--- config.mk ---
export PLATFORM = sky130hd
export DESIGN_NAME = positional_list_engine
export DESIGN_NICKNAME = d
export VERILOG_FILES = /design/src/hw/rtl/plc_pkg.sv /design/src/hw/rtl/plc_cell.sv /design/src/hw/rtl/positional_list_engine.sv
export SDC_FILE = /design/constraint.sdc
export NUM_CORES = 2
export LEC_CHECK = 0
export ABC_AREA = 1
export BUFFER_PORTS_ARGS = -buffer_cell sky130_fd_sc_hd__clkbuf_2
export CORE_MARGIN = 4
export CORE_UTILIZATION = 30
export DETAILED_ROUTE_END_ITERATION = 10
export GPL_TIMING_DRIVEN = 0
export SLEW_MARGIN = 20
export SYNTH_ARGS = -nofsm -noshare
export SYNTH_HDL_FRONTEND = slang
export SYNTH_SLANG_ARGS = --single-unit
--- constraint.sdc ---
create_clock -name clk_i -period 12.7 [get_ports clk_i]
set_clock_uncertainty 0.15 [all_clocks]
set_input_delay 0.635 -clock clk_i [delete_from_list [all_inputs] [get_ports clk_i]]
set_output_delay 0.635 -clock clk_i [all_outputs]
set_load 0.05 [all_outputs]
--- src/hw/rtl/plc_pkg.sv ---
// ----------------------------------------------------------------------------
// plc_pkg
// Shared types and codes for the positional list engine: request and
// result transactions, request function codes, status codes and the
// control bundle that drives the cell chain.
// ----------------------------------------------------------------------------
package plc_pkg;

  // request function codes
  localparam logic [2:0] FN_INS_FRONT = 3'd0;
  localparam logic [2:0] FN_INS_BACK  = 3'd1;
  localparam logic [2:0] FN_INS_AT    = 3'd2;
  localparam logic [2:0] FN_REM_FRONT = 3'd3;
  localparam logic [2:0] FN_REM_BACK  = 3'd4;
  localparam logic [2:0] FN_REM_AT    = 3'd5;
  localparam logic [2:0] FN_SEARCH    = 3'd6;

  // result status codes
  localparam logic [2:0] ST_OK       = 3'd0;
  localparam logic [2:0] ST_EMPTY    = 3'd1;
  localparam logic [2:0] ST_BADPOS   = 3'd2;
  localparam logic [2:0] ST_FULL     = 3'd3;
  localparam logic [2:0] ST_NOTFOUND = 3'd4;

  // request transaction
  typedef struct packed {
    logic [2:0]         func;
    logic signed [31:0] value;
    logic [4:0]         position;
  } plc_req_t;

  // result transaction
  typedef struct packed {
    logic [2:0]         status;
    logic signed [31:0] data_out;
    logic [3:0]         found_at;
    logic [4:0]         length;
  } plc_rsp_t;

  // what every cell does this cycle
  typedef enum logic [1:0] {
    CELL_HOLD,
    CELL_INSERT,
    CELL_REMOVE
  } plc_cell_op_e;

  // control bundle broadcast along the cell chain
  typedef struct packed {
    plc_cell_op_e       op;
    logic signed [31:0] ins_value;
    logic signed [31:0] key;
  } plc_cell_ctrl_t;

endpackage

--- src/hw/rtl/plc_cell.sv ---
// ----------------------------------------------------------------------------
// plc_cell
// One list cell: holds the entry at a fixed position, takes its left or
// right neighbor's entry when the list opens or closes around a position,
// and compares its entry against the search key.
// ----------------------------------------------------------------------------
module plc_cell
  import plc_pkg::*;
#(
  parameter int unsigned CW  = 5,
  parameter int unsigned IDX = 0
) (
  input  logic               clk_i,
  input  plc_cell_ctrl_t     ctrl_i,
  input  logic [CW-1:0]      pos_i,
  input  logic [CW-1:0]      count_i,
  input  logic signed [31:0] left_i,
  input  logic signed [31:0] right_i,
  output logic signed [31:0] value_o,
  output logic               match_o
);

  localparam logic [CW-1:0] MyIdx = CW'(IDX);

  logic signed [31:0] value_q;
  logic signed [31:0] value_d;

  // next entry: open a gap at pos on insert, close it on remove
  always_comb begin
    value_d = value_q;
    case (ctrl_i.op)
      CELL_INSERT: begin
        if (MyIdx > pos_i) begin
          value_d = left_i;
        end else if (MyIdx == pos_i) begin
          value_d = ctrl_i.ins_value;
        end
      end
      CELL_REMOVE: begin
        if (MyIdx >= pos_i) begin
          value_d = right_i;
        end
      end
      default: value_d = value_q;
    endcase
  end

  always_ff @(posedge clk_i) begin
    value_q <= value_d;
  end

  // only live entries take part in a search
  assign match_o = (MyIdx < count_i) && (value_q == ctrl_i.key);
  assign value_o = value_q;

endmodule

--- src/hw/rtl/positional_list_engine.sv ---
// ----------------------------------------------------------------------------
// positional_list_engine
// Ordered list of signed 32-bit entries held in a chain of cells, with
// insert and remove at front, back or position, and search.
// ----------------------------------------------------------------------------
// Each request passes through three steps: the idle step that accepts it, an
// execute step in which every cell of the chain shifts toward or away from
// the target position and compares itself against the key, and a resolve
// step that resolves the removed entry and the first match into the result
// register. The engine handles one request at a time; the next request is
// accepted while a finished result still sits in the output register, and
// the sequencer waits in its resolve step only if that register is still
// occupied. There is no clearing pass: cells at or above the entry count are
// never read. found_at and length carry the low 4 and 5 bits of the position
// and count when CAPACITY exceeds 16.
// ----------------------------------------------------------------------------
module positional_list_engine
  import plc_pkg::*;
#(
  parameter int unsigned CAPACITY = 16
) (
  input  logic     clk_i,
  input  logic     rst_ni,
  input  logic     in_valid_i,
  output logic     in_ready_o,
  input  plc_req_t in_data_i,
  output logic     out_valid_o,
  input  logic     out_ready_i,
  output plc_rsp_t out_data_o
);

  localparam int unsigned CW = $clog2(CAPACITY + 1);
  localparam int unsigned IW = $clog2(CAPACITY);
  localparam int unsigned PW = (CW > 5) ? CW : 5;
  localparam logic [CW-1:0] CapCount = CW'(CAPACITY);

  typedef enum logic [1:0] {
    S_IDLE,
    S_EXEC,
    S_RESOLVE
  } state_e;

  state_e             state_q;
  plc_req_t           req_q;
  logic [CW-1:0]      count_q;
  logic [2:0]         status_q;
  logic signed [31:0] data_q;
  logic               srch_q;
  logic [CAPACITY-1:0] match_q;
  logic               out_valid_q;
  plc_rsp_t           out_q;

  plc_cell_ctrl_t     cell_ctrl;
  logic [CW-1:0]      cell_pos;
  logic [CW-1:0]      count_d;
  logic [2:0]         dec_status;
  logic               dec_srch;
  logic [PW-1:0]      pos_ext;
  logic [PW-1:0]      cnt_ext;
  logic               full;
  logic               empty;

  logic signed [31:0] cell_val  [CAPACITY];
  logic signed [31:0] left_val  [CAPACITY];
  logic signed [31:0] right_val [CAPACITY];
  logic [CAPACITY-1:0] cell_match;
  logic signed [31:0] rem_data;
  logic [IW-1:0]      found_idx;
  logic               any_match;
  plc_rsp_t           rsp;

  assign pos_ext = PW'(req_q.position);
  assign cnt_ext = PW'(count_q);
  assign full    = (count_q == CapCount);
  assign empty   = (count_q == '0);

  // request decode, only drives the chain in the execute step
  always_comb begin
    cell_ctrl.op        = CELL_HOLD;
    cell_ctrl.ins_value = req_q.value;
    cell_ctrl.key       = req_q.value;
    cell_pos            = '0;
    count_d             = count_q;
    dec_status          = ST_OK;
    dec_srch            = 1'b0;
    if (state_q == S_EXEC) begin
      case (req_q.func)
        FN_INS_FRONT, FN_INS_BACK, FN_INS_AT: begin
          if (full) begin
            dec_status = ST_FULL;
          end else if (req_q.func == FN_INS_AT && pos_ext > cnt_ext) begin
            dec_status = ST_BADPOS;
          end else begin
            cell_ctrl.op = CELL_INSERT;
            count_d      = CW'(count_q + CW'(1));
            case (req_q.func)
              FN_INS_FRONT: cell_pos = '0;
              FN_INS_BACK:  cell_pos = count_q;
              default:      cell_pos = CW'(pos_ext);
            endcase
          end
        end
        FN_REM_FRONT, FN_REM_BACK, FN_REM_AT: begin
          if (empty) begin
            dec_status = ST_EMPTY;
          end else if (req_q.func == FN_REM_AT && pos_ext >= cnt_ext) begin
            dec_status = ST_BADPOS;
          end else begin
            cell_ctrl.op = CELL_REMOVE;
            count_d      = CW'(count_q - CW'(1));
            case (req_q.func)
              FN_REM_FRONT: cell_pos = '0;
              FN_REM_BACK:  cell_pos = CW'(count_q - CW'(1));
              default:      cell_pos = CW'(pos_ext);
            endcase
          end
        end
        FN_SEARCH: begin
          if (empty) begin
            dec_status = ST_EMPTY;
          end else begin
            dec_srch = 1'b1;
          end
        end
        default: dec_status = ST_OK;
      endcase
    end
  end

  // cell chain with neighbor links
  for (genvar g = 0; g < CAPACITY; g++) begin : g_cell
    if (g == 0) begin : g_first
      assign left_val[g] = '0;
    end else begin : g_left
      assign left_val[g] = cell_val[g-1];
    end
    if (g == CAPACITY - 1) begin : g_last
      assign right_val[g] = '0;
    end else begin : g_right
      assign right_val[g] = cell_val[g+1];
    end

    plc_cell #(
      .CW  (CW),
      .IDX (g)
    ) u_cell (
      .clk_i   (clk_i),
      .ctrl_i  (cell_ctrl),
      .pos_i   (cell_pos),
      .count_i (count_q),
      .left_i  (left_val[g]),
      .right_i (right_val[g]),
      .value_o (cell_val[g]),
      .match_o (cell_match[g])
    );
  end

  // entry leaving the list on a removal
  always_comb begin
    rem_data = '0;
    for (int i = 0; i < CAPACITY; i++) begin
      if (CW'(i) == cell_pos) begin
        rem_data = rem_data | cell_val[i];
      end
    end
  end

  // first match wins
  always_comb begin
    found_idx = '0;
    for (int i = CAPACITY - 1; i >= 0; i--) begin
      if (match_q[i]) begin
        found_idx = IW'(i);
      end
    end
  end
  assign any_match = |match_q;

  // result assembly
  always_comb begin
    rsp.status   = status_q;
    rsp.data_out = data_q;
    rsp.found_at = '0;
    rsp.length   = 5'(count_q);
    if (srch_q) begin
      rsp.status = any_match ? ST_OK : ST_NOTFOUND;
      if (any_match) begin
        rsp.found_at = 4'(found_idx);
      end
    end
  end

  // sequencer and result register
  always_ff @(posedge clk_i or negedge rst_ni) begin
    if (!rst_ni) begin
      state_q     <= S_IDLE;
      count_q     <= '0;
      out_valid_q <= 1'b0;
      req_q       <= '0;
      status_q    <= ST_OK;
      data_q      <= '0;
      srch_q      <= 1'b0;
      match_q     <= '0;
      out_q       <= '0;
    end else begin
      // result valid: set by a finished request, cleared once taken
      if (state_q == S_RESOLVE && (!out_valid_q || out_ready_i)) begin
        out_valid_q <= 1'b1;
      end else if (out_ready_i) begin
        out_valid_q <= 1'b0;
      end
      case (state_q)
        S_IDLE: begin
          if (in_valid_i) begin
            req_q   <= in_data_i;
            state_q <= S_EXEC;
          end
        end
        S_EXEC: begin
          count_q  <= count_d;
          status_q <= dec_status;
          srch_q   <= dec_srch;
          match_q  <= cell_match;
          data_q   <= (cell_ctrl.op == CELL_REMOVE) ? rem_data : '0;
          state_q  <= S_RESOLVE;
        end
        S_RESOLVE: begin
          if (!out_valid_q || out_ready_i) begin
            out_q   <= rsp;
            state_q <= S_IDLE;
          end
        end
        default: state_q <= S_IDLE;
      endcase
    end
  end

  assign in_ready_o  = (state_q == S_IDLE);
  assign out_valid_o = out_valid_q;
  assign out_data_o  = out_q;

  // the entry count never passes the capacity
  assert property (@(posedge clk_i) disable iff (!rst_ni) count_q <= CapCount)
    else $error("entry count above capacity");

  // the chain only opens a gap when there is room
  assert property (@(posedge clk_i) disable iff (!rst_ni)
    (cell_ctrl.op == CELL_INSERT) |-> (count_q < CapCount))
    else $error("insert issued to a full list");

  // a request is executed in the cycle right after acceptance
  assert property (@(posedge clk_i) disable iff (!rst_ni)
    (in_valid_i && in_ready_o) |=> (state_q == S_EXEC))
    else $error("accepted request not executed");

  // a fresh result reports the updated count
  assert property (@(posedge clk_i) disable iff (!rst_ni)
    (state_q == S_RESOLVE && (!out_valid_q || out_ready_i))
      |=> (out_valid_q && out_q.length == 5'(count_q)))
    else $error("result length differs from entry count");

endmodule
; ---- Yosys cells after proc, flatten, opt, wreduce, memory -nomap -nowiden
; Cells that the tools add are included.
[totals]
in_bits = 44
memories = 0
latchBits = 0
mem_bits_rw = 0
ff_bits = 656
output_inout_bits = 46
romBits = 0
[op_classes]
mux = 133
div = 0
n_addsub = 2
magnitude_cmp = 50
n_eq_ne = 80
n_mul = 0
n_bitwise = 15
n_reduce_logical = 51
n_shift = 0
[ops]
columns = operator, count
row1 = $mux W32, 65
row2 = $pmux W32 S2, 16
row3 = $eq A32 B32 Y1, 16
row4 = $or A32 B32 Y32, 15
row5 = $mux W4, 18
row6 = $ne A3 B2 Y1 const B, 16
row7 = $reduce_and A3 Y1, 16
row8 = $mux W5, 9
row9 = $eq A4 B5 Y1 const A, 8
row10 = $ge A4 B5 Y1 const A, 8
row11 = $gt A4 B5 Y1 const A, 8
row12 = $lt A4 B5 Y1 const A, 8
row13 = $pmux W5 S2, 4
row14 = $ne A2 B1 Y1 const B, 17
row15 = $eq A3 B5 Y1 const A, 4
row16 = $ge A3 B5 Y1 const A, 4
row17 = $gt A3 B5 Y1 const A, 4
row18 = $lt A3 B5 Y1 const A, 4
row19 = $logic_and A1 B1 Y1, 19
row20 = $mux W2, 9
row21 = $reduce_or A16 Y1, 1
row22 = $eq A2 B5 Y1 const A, 2
row23 = $ge A1 B5 Y1 const A, 2
row24 = $ge A2 B5 Y1 const A, 2
row25 = other kinds (30), 56

; ---- Longest topological paths before layout
[logic_depth]
depth_word = 39
ltp_mapped = 23

; ---- By module
; A second synthesis with hierarchy kept.
[hier_totals]
hier_cells = 7062
hier_area_um2 = 47747.0
[by_module_without_submodules]
columns = mod, n_inst, cells_each, seq_area_each_um2, area_each_um2
row1 = positional_list_engine, 1, 1831, 3578.4, 11101.9
row2 = plc_cell (g_cell[13].u_cell), 1, 398, 960.9, 2486.1
row3 = plc_cell (g_cell[1].u_cell), 1, 348, 960.9, 2452.4
row4 = plc_cell (g_cell[5].u_cell), 1, 327, 960.9, 2388.5
row5 = plc_cell (g_cell[10].u_cell), 1, 358, 960.9, 2381.0
row6 = plc_cell (g_cell[11].u_cell), 1, 318, 960.9, 2369.8
row7 = plc_cell (g_cell[3].u_cell), 1, 316, 960.9, 2306.0
row8 = plc_cell (g_cell[9].u_cell), 1, 323, 960.9, 2287.2
row9 = plc_cell (g_cell[2].u_cell), 1, 323, 960.9, 2270.9
row10 = plc_cell (g_cell[8].u_cell), 1, 326, 960.9, 2262.2
row11 = plc_cell (g_cell[4].u_cell), 1, 319, 960.9, 2257.2
row12 = plc_cell (g_cell[6].u_cell), 1, 320, 960.9, 2248.4
row13 = plc_cell (g_cell[14].u_cell), 1, 320, 960.9, 2244.7
row14 = plc_cell (g_cell[12].u_cell), 1, 320, 960.9, 2242.2
row15 = 3 more rows, --, --, --, --

; ---- Least setup slack after synthesis
; OpenSTA, ideal clock, no wires.
[synth_path]
path_kind = register to register
startpoint = register count_q[4], in the netlist cnt_ext[4]
endpoint = register g_cell[4].u_cell.value_q[0] (enable)
path_slack_ns = 7.873
t_required_ns = 12.109
arrival_ns = 4.236
setup_ns = 0.441
synth_period_minus_slack_ns = 4.827
path_stages_with_launch = 18
path_cell_list = dfrtp_1 > buf_2 > inv_1 > ha_1 > nand2_1 > inv_1 > a21oi_1 > nand2_1 > nand2_1 > nand2_1 > nor2_1 > inv_1 > ha_1 > clkbuf_1 > nor2_1 > inv_1 > clkbuf_1 > a31oi_1
[synth_via]
elab_chain_len = 9
word_cells_on_any_way = 30
[synth_rtl]
columns = item, line_no
row1 = start: declaration, positional_list_engine.sv:45  ; logic [CW-1:0] count_q;
row2 = start signal: assignment, positional_list_engine.sv:220  ; count_q <= count_d;
row3 = "$sub A5 B1 Y5, or another cell as far along", positional_list_engine.sv:113  ; FN_REM_BACK: cell_pos = CW'(count_q - CW'(1));
row4 = "$pmux W5 S2, or another cell as far along", positional_list_engine.sv:111  ; case (req_q.func)
row5 = "$mux W5, or another cell as far along", positional_list_engine.sv:106  ; end else if (req_q.func == FN_REM_AT && pos_ext >= cnt_ext) begin
row6 = "$mux W5, or another cell as far along", positional_list_engine.sv:104  ; if (empty) begin
row7 = $pmux W5 S2 or $pmux W2 S2 (tied branches), positional_list_engine.sv:87  ; case (req_q.func)
row8 = $mux W5 or $mux W2 (tied branches), positional_list_engine.sv:86  ; if (state_q == S_EXEC) begin
row9 = "$gt A3 B5 Y1, or another cell as far along", plc_cell.sv:33  ; if (MyIdx > pos_i) begin
row10 = "$ne A3 B2 Y1 (no line), or another cell as far along", --
row11 = $reduce_and A3 Y1 (no line) *, --
row12 = end signal: assignment, plc_cell.sv:49  ; value_q <= value_d;
row13 = end: declaration, plc_cell.sv:25  ; logic signed [31:0] value_q;
; Mark *: on every way between the ends. The rest lies on a longest branch, timed or not.
; A chain may end at the register's enable or synchronous reset.

; ---- Worst setup path in the final report
[layout_path]
startpoint = register state_q[1]
endpoint = register g_cell[11].u_cell.value_q[30] (data pin)
[layout_via]
elab_chain_len = 5
word_cells_on_any_way = 8
[layout_rtl]
columns = item, line_no
row1 = start: declaration, positional_list_engine.sv:43  ; state_e state_q;
row2 = start signal: assignment, positional_list_engine.sv:196  ; state_q <= S_IDLE;
row3 = start signal: assignment, positional_list_engine.sv:216  ; state_q <= S_EXEC;
row4 = start signal: assignment, positional_list_engine.sv:225  ; state_q <= S_RESOLVE;
row5 = $eq A2 B1 Y1 *, positional_list_engine.sv:86
row6 = $mux W5, positional_list_engine.sv:86
row7 = $gt A4 B5 Y1, plc_cell.sv:33
row8 = $mux W32, plc_cell.sv:33
row9 = $pmux W32 S2 *, plc_cell.sv:31  ; case (ctrl_i.op)
row10 = via g_cell[11].u_cell.value_d[30], plc_cell.sv:26  ; logic signed [31:0] value_d;
row11 = end signal: assignment, plc_cell.sv:49
row12 = end: declaration, plc_cell.sv:25
; The timed path passes the listed nets; every way through them passes the cells marked *.

==> results.txt <==
For this design the ratio of total power to cell area is 354 nW/um2. Setup violations remaining at the end of the flow were counted as 0. After detailed routing, the total wire length is 362 mm.

The number of endpoints with negative hold slack in the final report was 0; the average wire per standard cell was 46.8 um. Of the cells placed in the final design, the portion with a size suffix greater than 1 is 9.35%. The number of primary I/O pins was 90; the number of I/O port buffers was 89. The path class of the tightest hold or removal check is input pin to register.

In the routed design, unresolved DRC markers number 0. The clock reaches the later pin of the worst-skew pair after 0.76 ns. The startpoint identified for the worst register-to-register timing path is state_q[1]$_DFFE_PN0P_. The post-synthesis average cell area is 7.73 um2. Setup repair after global routing left no endpoint under its margin. The worst hold path cell count came out at 3.

Routability-driven placement finished with a final weighted congestion of 1.05. Gates resized during post-CTS repair numbered 0. The number of clock buffers inserted by TritonCTS was 88; the proportion of synthesized chip area in sequential cells was 44.5%. The vertical die dimension was 385 um; the post-CTS repair timing setup buffer count was 0. The checks that failed: capacitance limit, slew limit. The critical path starts at state_q[1]$_DFFE_PN0P_.

The growth of design area from synthesis to finish was 17.7%. TritonCTS built the clock tree. Hold is met by 0.0246 ns. The total of max-cap violations was 1; the global routing usage summed across all routing layers was 47.2%. The tools report the data arrival at the endpoint of the critical path as 8.13 ns.

For the sum of overflow across all layers after global routing, the log shows 0. For the count of non-filler cells in the finished layout, the log shows 7731. Including well taps, the total number of placed cells is 7511. CTS placed an instance of clkbuf_16 at the clock tree root. The H-tree was split into 3 levels.

The number of routed nets with antenna violations was 0. The async set-or-reset flop fraction in the synthesized netlist is 21.8%, and the number of buffers between clock root and the deepest sink is 3. The destination of the worst register-to-register timing path was g_cell[11].u_cell.value_o[30]$_DFFE_PP_. Hold repair after CTS inserted 35 buffers. At the end of the flow, the number of nets in the layout was 5815.

Number of global-route vias before repair: 44.9k. Kind of start point of the critical path: a register. Highest attainable clock frequency: 130 MHz. The mean number of vias per cell is 6.46.

Clock tree synthesis found a total of 655 sinks. The netlist uses 57 different library cells. The worst path uses 60.6% of the clock period.

After routing, the total negative slack on setup checks comes to 0 ns. The initial utilization of the core area, before any placement, comes to 30.4%. Counting cells, the worst reg-to-reg path comes to 12. The commonest register cell after synthesis was edfxtp_1.

The maximum number of pins on one net before global-route repair is 81. Synthesis inferred 655 register bits. In this run, the number of DRC markers left after iteration 0 of detailed routing was 9159. The peak supply drop came out at 191 uV. The most common cell after layout, fill and taps aside was nand2_1. The initial antenna violation count was 28.

The warning count from the yosys run is 0, and the HPWL after detailed placement is 293 mm. After filler insertion, the fill cell instance count of the layout stands at 15.1k. The startpoint identified for the worst hold timing path is in_data_i[39]. Clock-pin slew was measured on the worst setup and hold paths at 0.06 ns. The detailed router placed 49.9k vias in this run.

In this run the cell area of the synthesized design comes to 42600 um2. The slew at the pin with the worst max-slew slack is 1.47 ns, and the final standard cell utilization of the core is 35.7%. For the slack of the worst reg-to-reg path, the log shows 5.00 ns.

In the layout the commonest cells are 1146 x nand2_1, 791 x o21ai_0, 512 x edfxtp_1, 472 x nand3_1, 334 x nor2_1. The kind of critical path is register to register. The minimum clock period came out at 7.70 ns. Counting flops with a built-in enable in the synthesized netlist gives 512. The worst setup path is captured at a register. The first detailed-routing pass ran for 6 iterations.

Of all nets on the critical path, the largest fanout is 11. Number of placement rows: 137. The run finished, with violations left. The number of nets handed over by synthesis was 5561. The path with the worst hold slack has its endpoint at req_q[39]$_DFFE_PN0P_. The analysis attributes to cell leakage a power of 0.0202 uW. The floorplan step defined a die boundary enclosing 148000 um2. For the final max-slew violation count, the log shows 1. The first global-routing pass estimated 457 mm of wire. The width of the die came out at 385 um.

The floorplan step defined a core boundary enclosing 140000 um2. Measured against its own limit, the worst slew margin works out to -0.659%. For the worst setup path, the data required time is 13.14 ns. The cell count after synthesis came out at 5507.
## registers in the layout, summed over array words and instances (netlist names), 3 cells and up
name                   count
pos_ext                    5
out_data_o                44
cnt_ext                    5
match_q                   16
data_q                    32
g_cell.u_cell.value_o    512
req_q                      3
cell_ctrl                 32
## routing by layer
| layer | part of all wire (%) | up-vias | wire length (um) | track usage [%] |
|---|---|---|---|---|
| met5 | 0.024 | - | 88 | 0 |
| met1 | 39 | 24915 | 140000 | 60.5 |
| li1 | - | 19785 | - | - |
| met3 | 12 | 902 | 44200 | 15.4 |
| met4 | 8.9 | 14 | 32300 | 34.0 |
| met2 | 40 | 4321 | 145000 | 66.4 |
## kinds of logic after synthesis
group,after synthesis,synth area share [%]
and+or+nand+nor,2238,22.9
AOI/OAI and AO/OA,1544,19.8
buffers and inverters,829,7.78
DFF,655,44.5
xor gates and xnor gates,231,4.75
adders and majority gates,10,0.294
## stage by stage
| step | area [um2] | worst slack (ns) | power, uW |
|---|---|---|---|
| 3_5_place_dp | 46600 | 5.37 | 14100 |
| 2_1_floorplan | 42600 | 7.87 | 8800 |
| 5_1_grt | 50100 | 5.37 | 17800 |
| 3_3_place_gp | 45400 | 3.01 | 13900 |
| 6_report | 50100 | 5.00 | 17800 |
| 4_1_cts | 50000 | 5.35 | 17000 |
## synthesized netlist by cell type (2+ instances only)
library cell / count / area share, %
buf_6: 4 / 0.11
buf_1: 45 / 0.40
a2111oi_0: 5 / 0.10
clkinv_1: 12 / 0.11
nor2_1: 336 / 3.0
o21ai_1: 167 / 2.0
a32o_1: 2 / 0.047
nor3_1: 38 / 0.45
a21oi_1: 293 / 3.4
o221ai_1: 36 / 0.74
nor2_2: 8 / 0.12
nand2_4: 3 / 0.079
o211ai_1: 4 / 0.071
inv_1: 320 / 2.8
clkbuf_1: 309 / 2.7
nor2_4: 3 / 0.079
nand2_2: 13 / 0.19
a211oi_1: 6 / 0.11
o21ai_0: 792 / 9.3
o32ai_1: 2 / 0.041
nand3_2: 2 / 0.047
o22ai_1: 139 / 2.0
a31oi_1: 5 / 0.073
edfxtp_1: 512 / 36
inv_2: 17 / 0.15
xnor2_1: 80 / 1.6
nor3_2: 2 / 0.047
buf_2: 114 / 1.3
nor4b_1: 4 / 0.082
buf_4: 6 / 0.11
nand2_1: 1146 / 10
o2111ai_1: 30 / 0.62
nor2_8: 2 / 0.094
a221oi_1: 17 / 0.35
dfrtp_1: 143 / 8.4
nand3_1: 472 / 5.5
o31ai_1: 5 / 0.088
ha_1: 10 / 0.29
nand4_1: 141 / 2.1
or2_2: 5 / 0.073
or4_1: 2 / 0.035
xor2_1: 151 / 3.1
o21bai_1: 33 / 0.58
nor4_1: 58 / 0.85
## layout make-up
cell class	count	area [um2]	share of cell area [%]
plain buffers	479	2070	4.13
inverters	350	1320	2.63
flip-flops and latches	655	19000	37.8
diodes	18	45.0	0.0899
clock inverters	44	601	1.20
clock buffers	122	2520	5.04
repair buffers	164	1690	3.37
well taps	1876	2350	4.68
multi-input cells	4023	20600	41.1
## worst max path at each step
| stage | end | slack, ns | depth (start not counted) |
|---|---|---|---|
| 2_1_floorplan | g_cell[4].u_cell.value_o[0]$_DFFE_PP_ | 7.87 | 17 |
| 3_3_place_gp | g_cell[4].u_cell.value_o[9]$_DFFE_PP_ | 3.01 | 11 |
| 3_5_place_dp | g_cell[11].u_cell.value_o[30]$_DFFE_PP_ | 5.37 | 12 |
| 4_1_cts | g_cell[11].u_cell.value_o[30]$_DFFE_PP_ | 5.35 | 12 |
| 5_1_grt | g_cell[11].u_cell.value_o[30]$_DFFE_PP_ | 5.37 | 12 |
| 6_report | g_cell[11].u_cell.value_o[30]$_DFFE_PP_ | 5.00 | 12 |
## critical path, stage by stage, from the launching register on
cell      delay [ns]
dfrtp_1         0.42
nor2_2          0.70
clkbuf_1        0.87
clkbuf_2        0.70
nand3_1         0.21
inv_1           0.10
ha_1            0.63
clkbuf_1        0.96
clkbuf_1        0.61
clkbuf_1        0.88
clkbuf_1        0.88
nand2_1         0.23
o21ai_1         0.14
## power by group
group	leakage, uW	internal [uW]	switching, uW	total, uW
combinational	0.0120	2190	7580	9780
sequential	0.00664	3770	1390	5160
clock	0.00152	1590	1230	2820
total	0.0202	7550	10200	17800
Power figures use the tool's default switching activity.
